==> src/rtl/can_signal_decoder_with_timeouts_top_macros.svh <==
// ----------------------------------------------------------------------------
// CAN signal decoder assertion macros
// Shared concurrent assertion forms for the decoder top level.
// ----------------------------------------------------------------------------
`ifndef CAN_SIGNAL_DECODER_WITH_TIMEOUTS_TOP_MACROS_SVH
`define CAN_SIGNAL_DECODER_WITH_TIMEOUTS_TOP_MACROS_SVH

// same-cycle implication, held off during reset
`define CSD_ASSERT_IMP(name, clk, rst_n, ante, cons) \
	name: assert property (@(posedge clk) disable iff (!rst_n) (ante) |-> (cons)) \
		else $error("csd: same-cycle check failed");

// next-cycle implication, held off during reset
`define CSD_ASSERT_NXT(name, clk, rst_n, ante, cons) \
	name: assert property (@(posedge clk) disable iff (!rst_n) (ante) |=> (cons)) \
		else $error("csd: next-cycle check failed");

`endif

==> src/rtl/csd_pkg.sv <==
// ----------------------------------------------------------------------------
// CAN signal decoder package
// Message IDs, constants and the structs passed between decoder modules.
// ----------------------------------------------------------------------------
package csd_pkg;

	localparam int MSG_N = 6;

	// slot of each message in the age bank and hit vector
	localparam int MSG_ENG   = 0;
	localparam int MSG_MODE  = 1;
	localparam int MSG_BODY  = 2;
	localparam int MSG_TCS   = 3;
	localparam int MSG_SPEED = 4;
	localparam int MSG_ABS   = 5;

	localparam logic [10:0] ID_ENG   = 11'h110;
	localparam logic [10:0] ID_MODE  = 11'h111;
	localparam logic [10:0] ID_BODY  = 11'h112;
	localparam logic [10:0] ID_TCS   = 11'h120;
	localparam logic [10:0] ID_SPEED = 11'h122;
	localparam logic [10:0] ID_ABS   = 11'h12B;

	localparam logic FUNC_FRAME = 1'b0;
	localparam logic FUNC_TICK  = 1'b1;

	typedef enum logic [1:0] {
		CFG_TIMEOUT = 2'd0,
		CFG_LINK    = 2'd1,
		CFG_FLOOR   = 2'd2
	} cfg_idx_t;

	localparam logic [15:0] TIMEOUT_RST = 16'd1000;
	localparam logic [15:0] LINK_RST    = 16'd3000;
	localparam logic [13:0] FLOOR_RST   = 14'd1700;

	localparam logic [15:0] RAW_NONE  = 16'hFFFF;
	localparam logic [7:0]  BATT_NONE = 8'hFF;
	localparam logic [6:0]  POWER_MAX = 7'd100;
	localparam logic [7:0]  SPEED_MAX = 8'd199;

	// floor(x/100) = (x * ceil(2^24/100)) >> 24, exact for 16-bit x
	localparam logic [17:0] RECIP_100   = 18'd167773;
	localparam int          RECIP_SHIFT = 24;

	typedef struct packed {
		logic [15:0] signal_timeout;
		logic [15:0] link_lost;
		logic [13:0] idle_floor;
	} csd_cfg_t;

	typedef struct packed {
		logic [MSG_N-1:0] hit;
		logic [13:0]      engine_speed;
		logic [2:0]       drive_mode;
		logic             engine_fault;
		logic             brake;
		logic             ready;
		logic             gps;
		logic [2:0]       gear;
		logic [6:0]       power;
		logic [7:0]       battery;
		logic             tcs;
		logic             abs_lamp;
		logic [7:0]       speed;
	} csd_dec_t;

	// packed MSB first, so engine_speed lands in the lowest bits
	typedef struct packed {
		logic        link_ok;
		logic        abs_lamp;
		logic        tcs_warning;
		logic [7:0]  battery_level;
		logic [6:0]  power_percent;
		logic [2:0]  gear;
		logic        gps_lamp;
		logic        ready_lamp;
		logic        brake_lamp;
		logic        engine_fault_lamp;
		logic [2:0]  drive_mode;
		logic [13:0] engine_speed;
	} csd_result_t;

endpackage

==> src/rtl/csd_frame_dec.sv <==
// ----------------------------------------------------------------------------
// CAN frame field decoder
// Picks the message slot and extracts scaled signal values from one frame.
// ----------------------------------------------------------------------------
module csd_frame_dec (
	input  logic [10:0]       can_id,
	input  logic [3:0]        frame_length,
	input  logic [63:0]       payload,
	input  logic              self_check_started,
	input  logic [13:0]       idle_floor,
	output csd_pkg::csd_dec_t dec
);
	import csd_pkg::*;

	logic [7:0]  b0, b2, b3, b5, b6, b7;
	logic [15:0] raw23, raw56, raw_div;
	logic [33:0] prod;
	logic [9:0]  quot;
	logic [13:0] eng_q4;
	logic        gate;
	logic [MSG_N-1:0] hit;

	assign b0 = payload[7:0];
	assign b2 = payload[23:16];
	assign b3 = payload[31:24];
	assign b5 = payload[47:40];
	assign b6 = payload[55:48];
	assign b7 = payload[63:56];

	assign raw23 = ({b2, b3} == RAW_NONE) ? 16'd0 : {b2, b3};
	assign raw56 = ({b5, b6} == RAW_NONE) ? 16'd0 : {b5, b6};

	// length 8 and above all have bit 3 set
	assign gate = self_check_started & frame_length[3];

	always_comb begin
		hit = '0;
		if (gate) begin
			case (can_id)
				ID_ENG:   hit[MSG_ENG]   = 1'b1;
				ID_MODE:  hit[MSG_MODE]  = 1'b1;
				ID_BODY:  hit[MSG_BODY]  = 1'b1;
				ID_TCS:   hit[MSG_TCS]   = 1'b1;
				ID_SPEED: hit[MSG_SPEED] = 1'b1;
				ID_ABS:   hit[MSG_ABS]   = 1'b1;
				default:  hit = '0;
			endcase
		end
	end

	assign dec.hit = hit;

	// one divide-by-100 serves both power and vehicle speed
	assign raw_div = (can_id == ID_BODY) ? raw56 : raw23;
	assign prod    = {18'd0, raw_div} * {16'd0, RECIP_100};
	assign quot    = prod[RECIP_SHIFT +: 10];

	assign eng_q4 = raw23[15:2];
	assign dec.engine_speed = (eng_q4 != 14'd0 && eng_q4 <= idle_floor) ? idle_floor : eng_q4;

	assign dec.drive_mode   = b0[4:2];
	assign dec.engine_fault = b0[1];
	assign dec.brake        = b0[0];
	assign dec.ready        = b0[1];
	assign dec.gps          = b0[2];
	assign dec.gear         = b2[2:0];
	assign dec.power        = (quot > {3'd0, POWER_MAX}) ? POWER_MAX : quot[6:0];
	assign dec.battery      = (b7 == BATT_NONE) ? 8'd0 : b7;
	assign dec.tcs          = b3[2];
	assign dec.abs_lamp     = b5[0];
	assign dec.speed        = (quot > {2'd0, SPEED_MAX}) ? SPEED_MAX : quot[7:0];

endmodule

==> src/rtl/csd_sig_bank.sv <==
// ----------------------------------------------------------------------------
// CAN signal bank
// Holds decoded signals and message ages; applies ageing and timeouts.
// ----------------------------------------------------------------------------
module csd_sig_bank #(
	parameter int AGE_BITS = 16
) (
	input  logic                 clk,
	input  logic                 arst_n,
	input  logic                 upd,
	input  logic                 func,
	input  csd_pkg::csd_dec_t    dec,
	input  csd_pkg::csd_cfg_t    cfg,
	output csd_pkg::csd_result_t res
);
	import csd_pkg::*;

	localparam int CW = (AGE_BITS > 16) ? AGE_BITS : 16;
	localparam logic [AGE_BITS-1:0] AGE_MAX = {AGE_BITS{1'b1}};

	logic [AGE_BITS-1:0] age_q [MSG_N];
	logic [AGE_BITS-1:0] age_n [MSG_N];
	logic [AGE_BITS-1:0] link_age_q, link_age_n;
	logic [13:0] eng_q, eng_n;
	logic [2:0]  mode_q, mode_n, gear_q, gear_n;
	logic [6:0]  power_q, power_n;
	logic [7:0]  batt_q, batt_n, speed_q, speed_n;
	logic        fault_q, fault_n, brake_q, brake_n, ready_q, ready_n;
	logic        gps_q, gps_n, tcs_q, tcs_n, abs_q, abs_n;
	logic [MSG_N-1:0] tmo;

	always_comb begin
		eng_n   = eng_q;
		mode_n  = mode_q;
		gear_n  = gear_q;
		power_n = power_q;
		batt_n  = batt_q;
		speed_n = speed_q;
		fault_n = fault_q;
		brake_n = brake_q;
		ready_n = ready_q;
		gps_n   = gps_q;
		tcs_n   = tcs_q;
		abs_n   = abs_q;
		tmo     = '0;
		for (int i = 0; i < MSG_N; i++) begin
			age_n[i] = age_q[i];
		end
		if (func == FUNC_TICK) begin
			link_age_n = (link_age_q == AGE_MAX) ? AGE_MAX : link_age_q + 1'b1;
			for (int i = 0; i < MSG_N; i++) begin
				age_n[i] = (age_q[i] == AGE_MAX) ? AGE_MAX : age_q[i] + 1'b1;
				tmo[i]   = CW'(age_n[i]) > CW'(cfg.signal_timeout);
			end
			if (tmo[MSG_ENG]) begin
				eng_n = '0;
			end
			if (tmo[MSG_MODE]) begin
				mode_n  = '0;
				fault_n = 1'b0;
			end
			if (tmo[MSG_BODY]) begin
				gear_n  = '0;
				brake_n = 1'b0;
				ready_n = 1'b0;
				gps_n   = 1'b0;
				power_n = '0;
				batt_n  = '0;
			end
			if (tmo[MSG_TCS]) begin
				tcs_n = 1'b0;
			end
			if (tmo[MSG_SPEED]) begin
				speed_n = '0;
			end
			if (tmo[MSG_ABS]) begin
				abs_n = 1'b1;
			end
		end else begin
			link_age_n = '0;
			for (int i = 0; i < MSG_N; i++) begin
				if (dec.hit[i]) begin
					age_n[i] = '0;
				end
			end
			if (dec.hit[MSG_ENG]) begin
				eng_n = dec.engine_speed;
			end
			if (dec.hit[MSG_MODE]) begin
				mode_n  = dec.drive_mode;
				fault_n = dec.engine_fault;
			end
			if (dec.hit[MSG_BODY]) begin
				gear_n  = dec.gear;
				brake_n = dec.brake;
				ready_n = dec.ready;
				gps_n   = dec.gps;
				power_n = dec.power;
				batt_n  = dec.battery;
			end
			if (dec.hit[MSG_TCS]) begin
				tcs_n = dec.tcs;
			end
			if (dec.hit[MSG_SPEED]) begin
				speed_n = dec.speed;
			end
			if (dec.hit[MSG_ABS]) begin
				abs_n = dec.abs_lamp;
			end
		end
	end

	always_ff @(posedge clk or negedge arst_n) begin
		if (!arst_n) begin
			for (int i = 0; i < MSG_N; i++) begin
				age_q[i] <= '0;
			end
			link_age_q <= '0;
			eng_q      <= '0;
			mode_q     <= '0;
			gear_q     <= '0;
			power_q    <= '0;
			batt_q     <= '0;
			speed_q    <= '0;
			fault_q    <= 1'b0;
			brake_q    <= 1'b0;
			ready_q    <= 1'b0;
			gps_q      <= 1'b0;
			tcs_q      <= 1'b0;
			abs_q      <= 1'b1;
		end else if (upd) begin
			for (int i = 0; i < MSG_N; i++) begin
				age_q[i] <= age_n[i];
			end
			link_age_q <= link_age_n;
			eng_q      <= eng_n;
			mode_q     <= mode_n;
			gear_q     <= gear_n;
			power_q    <= power_n;
			batt_q     <= batt_n;
			speed_q    <= speed_n;
			fault_q    <= fault_n;
			brake_q    <= brake_n;
			ready_q    <= ready_n;
			gps_q      <= gps_n;
			tcs_q      <= tcs_n;
			abs_q      <= abs_n;
		end
	end

	assign res.engine_speed      = eng_n;
	assign res.drive_mode        = mode_n;
	assign res.engine_fault_lamp = fault_n;
	assign res.brake_lamp        = brake_n;
	assign res.ready_lamp        = ready_n;
	assign res.gps_lamp          = gps_n;
	assign res.gear              = gear_n;
	assign res.power_percent     = power_n;
	assign res.battery_level     = batt_n;
	assign res.tcs_warning       = tcs_n;
	assign res.abs_lamp          = abs_n;
	assign res.link_ok           = CW'(link_age_n) <= CW'(cfg.link_lost);

endmodule

==> src/rtl/can_signal_decoder_with_timeouts_top.sv <==
// ----------------------------------------------------------------------------
// CAN signal decoder with timeouts - top level
// Decodes received frames and millisecond ticks into a vehicle signal bank.
// ----------------------------------------------------------------------------
//  channel | dir | handshake            | contents
//  --------+-----+----------------------+-----------------------------------
//  s_*     | in  | s_tvalid / s_tready  | frame or tick item (tuser = func)
//  m_*     | out | m_tvalid / m_tready  | signal bank snapshot, one per item
//  cfg_*   | in  | cfg_we, no wait      | timeout, link limit, idle floor
//
// One item a cycle sustained while the output is not stalled; an accepted
// item passes the input register, then the decode/update into the result reg.
// The update path is one 16x18 multiply for the /100 scaling plus compares.
// Reset: async, active low; signals clear, ABS lamp lit, config to defaults.
// A stalled output holds the result; the input register still takes one
// more item, and s_tready drops only when both stages are full.
// ----------------------------------------------------------------------------
`include "can_signal_decoder_with_timeouts_top_macros.svh"

module can_signal_decoder_with_timeouts_top #(
	parameter int AGE_BITS = 16
) (
	input  logic        clk,
	input  logic        arst_n,
	// input stream
	input  logic        s_tvalid,
	output logic        s_tready,
	// [10:0] can_id, [14:11] frame_length, [78:15] payload,
	// [79] self_check_started
	input  logic [79:0] s_tdata,
	// [0] func (0 frame, 1 tick)
	input  logic        s_tuser,
	// output stream
	output logic        m_tvalid,
	input  logic        m_tready,
	// [13:0] engine_speed, [16:14] drive_mode, [17] engine_fault_lamp,
	// [18] brake_lamp, [19] ready_lamp, [20] gps_lamp, [23:21] gear,
	// [30:24] power_percent, [38:31] battery_level, [39] tcs_warning,
	// [40] abs_lamp, [41] link_ok, [47:42] zero
	output logic [47:0] m_tdata,
	// configuration writes
	input  logic        cfg_we,
	input  logic [1:0]  cfg_idx,
	input  logic [15:0] cfg_wdata
);
	import csd_pkg::*;

	// input register stage
	logic        valid_s1;
	logic [79:0] item_s1;
	logic        func_s1;

	// result register
	logic        out_valid_q;
	csd_result_t res_q;

	csd_cfg_t    cfg_q;
	csd_dec_t    dec;
	csd_result_t res;
	logic        adv;

	// item in s1 moves into the result register when it is free or draining
	assign adv      = valid_s1 && (!out_valid_q || m_tready);
	assign s_tready = !valid_s1 || adv;

	always_ff @(posedge clk or negedge arst_n) begin
		if (!arst_n) begin
			valid_s1 <= 1'b0;
		end else if (s_tready) begin
			valid_s1 <= s_tvalid;
		end
	end

	always_ff @(posedge clk) begin
		if (s_tvalid && s_tready) begin
			item_s1 <= s_tdata;
			func_s1 <= s_tuser;
		end
	end

	always_ff @(posedge clk or negedge arst_n) begin
		if (!arst_n) begin
			cfg_q.signal_timeout <= TIMEOUT_RST;
			cfg_q.link_lost      <= LINK_RST;
			cfg_q.idle_floor     <= FLOOR_RST;
		end else if (cfg_we) begin
			case (cfg_idx_t'(cfg_idx))
				CFG_TIMEOUT: cfg_q.signal_timeout <= cfg_wdata;
				CFG_LINK:    cfg_q.link_lost      <= cfg_wdata;
				CFG_FLOOR:   cfg_q.idle_floor     <= cfg_wdata[13:0];
				default:     ; // unused index, write dropped
			endcase
		end
	end

	csd_frame_dec u_dec (
		.can_id             (item_s1[10:0]),
		.frame_length       (item_s1[14:11]),
		.payload            (item_s1[78:15]),
		.self_check_started (item_s1[79]),
		.idle_floor         (cfg_q.idle_floor),
		.dec                (dec)
	);

	csd_sig_bank #(
		.AGE_BITS (AGE_BITS)
	) u_bank (
		.clk    (clk),
		.arst_n (arst_n),
		.upd    (adv),
		.func   (func_s1),
		.dec    (dec),
		.cfg    (cfg_q),
		.res    (res)
	);

	always_ff @(posedge clk or negedge arst_n) begin
		if (!arst_n) begin
			out_valid_q <= 1'b0;
		end else if (adv) begin
			out_valid_q <= 1'b1;
		end else if (m_tready) begin
			out_valid_q <= 1'b0;
		end
	end

	always_ff @(posedge clk) begin
		if (adv) begin
			res_q <= res;
		end
	end

	assign m_tvalid = out_valid_q;
	assign m_tdata  = {6'd0, res_q};

	// ---- assertions ----
	`CSD_ASSERT_IMP(a_full_stall, clk, arst_n, valid_s1 && out_valid_q && !m_tready, !s_tready)
	`CSD_ASSERT_NXT(a_adv_valid, clk, arst_n, adv, out_valid_q)
	`CSD_ASSERT_NXT(a_frame_link, clk, arst_n, adv && func_s1 == FUNC_FRAME, res_q.link_ok)
	`CSD_ASSERT_IMP(a_hit_onehot, clk, arst_n, 1'b1, $onehot0(dec.hit))

endmodule

==> config.mk <==
export PLATFORM = sky130hd
export DESIGN_NAME = can_signal_decoder_with_timeouts_top
export DESIGN_NICKNAME = d
export VERILOG_FILES = /design/src/rtl/csd_pkg.sv /design/src/rtl/csd_frame_dec.sv /design/src/rtl/csd_sig_bank.sv /design/src/rtl/can_signal_decoder_with_timeouts_top.sv
export VERILOG_INCLUDE_DIRS = /design/src /design/src/rtl
export SDC_FILE = /design/constraint.sdc
export NUM_CORES = 1
export LEC_CHECK = 0
export BUFFER_PORTS_ARGS = -buffer_cell sky130_fd_sc_hd__buf_2
export CELL_PAD_IN_SITES_DETAIL_PLACEMENT = 1
export CELL_PAD_IN_SITES_GLOBAL_PLACEMENT = 1
export CORE_MARGIN = 1
export CORE_UTILIZATION = 30
export DETAILED_ROUTE_END_ITERATION = 10
export PLACE_DENSITY = 0.59
export SLEW_MARGIN = 10
export SYNTH_ARGS = -nofsm -noshare
export SYNTH_HDL_FRONTEND = slang
export SYNTH_HIERARCHICAL = 1
export SYNTH_SLANG_ARGS = --single-unit
==> constraint.sdc <==
create_clock -name clk -period 9.5 [get_ports clk]
set_input_delay 1.425 -clock clk [delete_from_list [all_inputs] [get_ports clk]]
set_output_delay 1.425 -clock clk [all_outputs]
set_load 0.01 [all_outputs]
==> run metrics <==
status=finished clean; io pins=154; CTS sink count=286; DRC=0; Detail Route Antenna Nets=0; Crit. End Element=register; Slew Viols, Final=0; Fin Hold WS=0.508 ns; DRT Pass-1 Iters=4; CP max stage cell=fa_1; Mapped Area=0.0235 mm^2; # fillers=8941; CP delay by family, top=adder cells; worst-margin pin slew=1.18 ns; Slew headroom=21.4%; DP Area=0.0251 mm^2; initial DRC count=825; area occupied by multi-input gates=0.0141 mm^2; WL per Instance=20.8 um; Final setup viols=0; slowest stage delay, CP=0.56 ns; CTS Hold Bufs=0; Layout area overhead=12.4%; worst path required time=9.95 ns; FP Rows=102; FF+latch area=0.00769 mm^2; min setup slack post-route=0.678 ns; NumNets Final=3085; Hold EP=cfg_q[44]$_DFFE_PN0P_; power density cells=256 mW/mm^2; Mean Syn Cell Area=9.18 um^2; clock-pin transition on the worst setup and hold timing paths=0.06 ns; grt total ovfl=0; Hold Crit Depth=1; clk root buf=clkbuf_16; Leak=12.0 nW; startpoint types=register; die height=282 um; maximum root-to-sink buffer count=3; Worst-Skew Late Latency=0.60 ns; r2r startpoint=item_s1[33]$_DFFE_PP_; largest net degree at the start of global routing=73; DP Worst Slack=0.667 ns; Final Hold Fails=0; routed wire length=77.0 mm; Synth Instances=2556; core footprint=0.0775 mm^2; FF-to-FF path depth=31; GRT Util Overall=19.7%; hold crit path type=reg2reg; vias in the first global route=21023; synth warn=6; ratio of final minimum period to clock period=92.9%; vias per cell=5.23; via count=19375; postcts setup bufs=0; final instance area=0.0264 mm^2; RSZ-0062 raised after global routing=false; TNS Setup=0 ns; IO buf count=125; placed insts=3630; Final min period=8.82 ns; Worst Path Max Fanout=16; Non-Filler Instances=3705; buffer and inverter count on the worst path=7; CTS Buf Count=40; Max Freq=113 MHz; Die ar.=0.0794 mm^2; Worst Hold Launch=cfg_q[44]$_DFFE_PN0P_; initial core utilization=30.3%; peak supply drop=0.000220 V; post-cts resize count=0; layout cells sized above 1=12.8%; Post-Route Skew=0.0398 ns; worst path arrival time=9.27 ns; htree depth=2; Placer Congestion=0.873; TritonCTS clock tree=built; Die Width=282 um; Reg2Reg Setup Slack=0.68 ns; Crit Path Category=reg2reg; initial antenna violation count=5; Post-DP HPWL=57.7 mm; first-pass GRT wire length=121 mm; Crit Reg-Reg Endpoint=u_bank/power_q[0]$_DFFE_PN0P_; max-cap violations=0
-- layout make-up --
| cell class | count | area share, % |
|---|---|---|
| Timing Repair Buffer | 155 | 3.26 |
| Antenna cell | 1 | 0.00949 |
| Tap cell | 1040 | 4.93 |
| Inverter | 309 | 4.40 |
| Clock inverter | 21 | 0.721 |
| Clock buffer | 53 | 4.25 |
| Multi-Input combinational cell | 1840 | 53.3 |
| Sequential cell | 286 | 29.1 |
-- routing by layer --
metal  track usage, %  part of all wire (%)  vias up  routed length (um)
met5                0                 0.017        -                  13
met4             5.66                   2.6        2                2020
met3             3.36                   4.3      109                3320
met2             33.9                    48      309               37100
met1             25.3                    45     9766               34500
li1                 -                     -     9189                   -
-- report_power, final --
part / leakage [nW] / switching, mW / internal [mW]
clock: 0.654 / 0.633 / 0.892
combinational: 8.20 / 2.27 / 1.42
sequential: 3.18 / 0.107 / 1.42
total: 12.0 / 3.01 / 3.73
-- worst max-delay path by stage --
stage                                     start                       endpoint  slack, ns  cells past startpoint
after floorplan            item_s1[6]$_DFFE_PP_  u_bank/power_q[2]$_DFFE_PN0P_       1.54                     29
after global placement    item_s1[33]$_DFFE_PP_  u_bank/power_q[1]$_DFFE_PN0P_       0.89                     31
after detailed placement   item_s1[3]$_DFFE_PP_  u_bank/power_q[0]$_DFFE_PN0P_       0.67                     29
after CTS                  item_s1[3]$_DFFE_PP_  u_bank/power_q[0]$_DFFE_PN0P_       0.62                     29
after global routing       item_s1[3]$_DFFE_PP_  u_bank/power_q[0]$_DFFE_PN0P_       0.12                     29
final                     item_s1[33]$_DFFE_PP_  u_bank/power_q[0]$_DFFE_PN0P_       0.68                     31
-- flip-flops by register name, indices dropped and copies added, names as in the netlist, 3 cells and up --
name / count
cfg_q: 46
item_s1: 58
m_tdata: 42
u_bank/age_q: 80
u_bank/batt_q: 8
u_bank/eng_q: 14
u_bank/gear_q: 3
u_bank/link_age_q: 16
u_bank/mode_q: 3
u_bank/power_q: 7
-- cells in the final DEF, fill, tap and decap left out, types with 18 or more instances in the layout --
cell and instances:
a21oi_1 195, clkbuf_16 41, nand4_1 57, nor2_1 156, o21a_1 31, dfstp_2 19
a21o_1 30, nand2_1 175, buf_4 30, and3_1 22, fa_1 98, a22o_1 37
mux2_2 54, nor3_1 32, nand3_1 99, xnor2_1 41, edfxtp_1 101, inv_1 307
buf_2 124, a22oi_1 52, ha_1 251, nor2b_1 20, o21ai_0 210, nor4_1 18
dfrtp_1 166, a31oi_1 20
-- stage by stage --
| stage | power (mW) | util (%) |
|---|---|---|
| final | 6.74 | 34.1 |
| after global routing | 7.38 | 34.0 |
| after CTS | 6.84 | 34.0 |
| after detailed placement | 5.25 | 32.3 |
| after global placement | 5.15 | 32.3 |
| after floorplan | 4.15 | - |
Power figures use the tool's default switching activity.
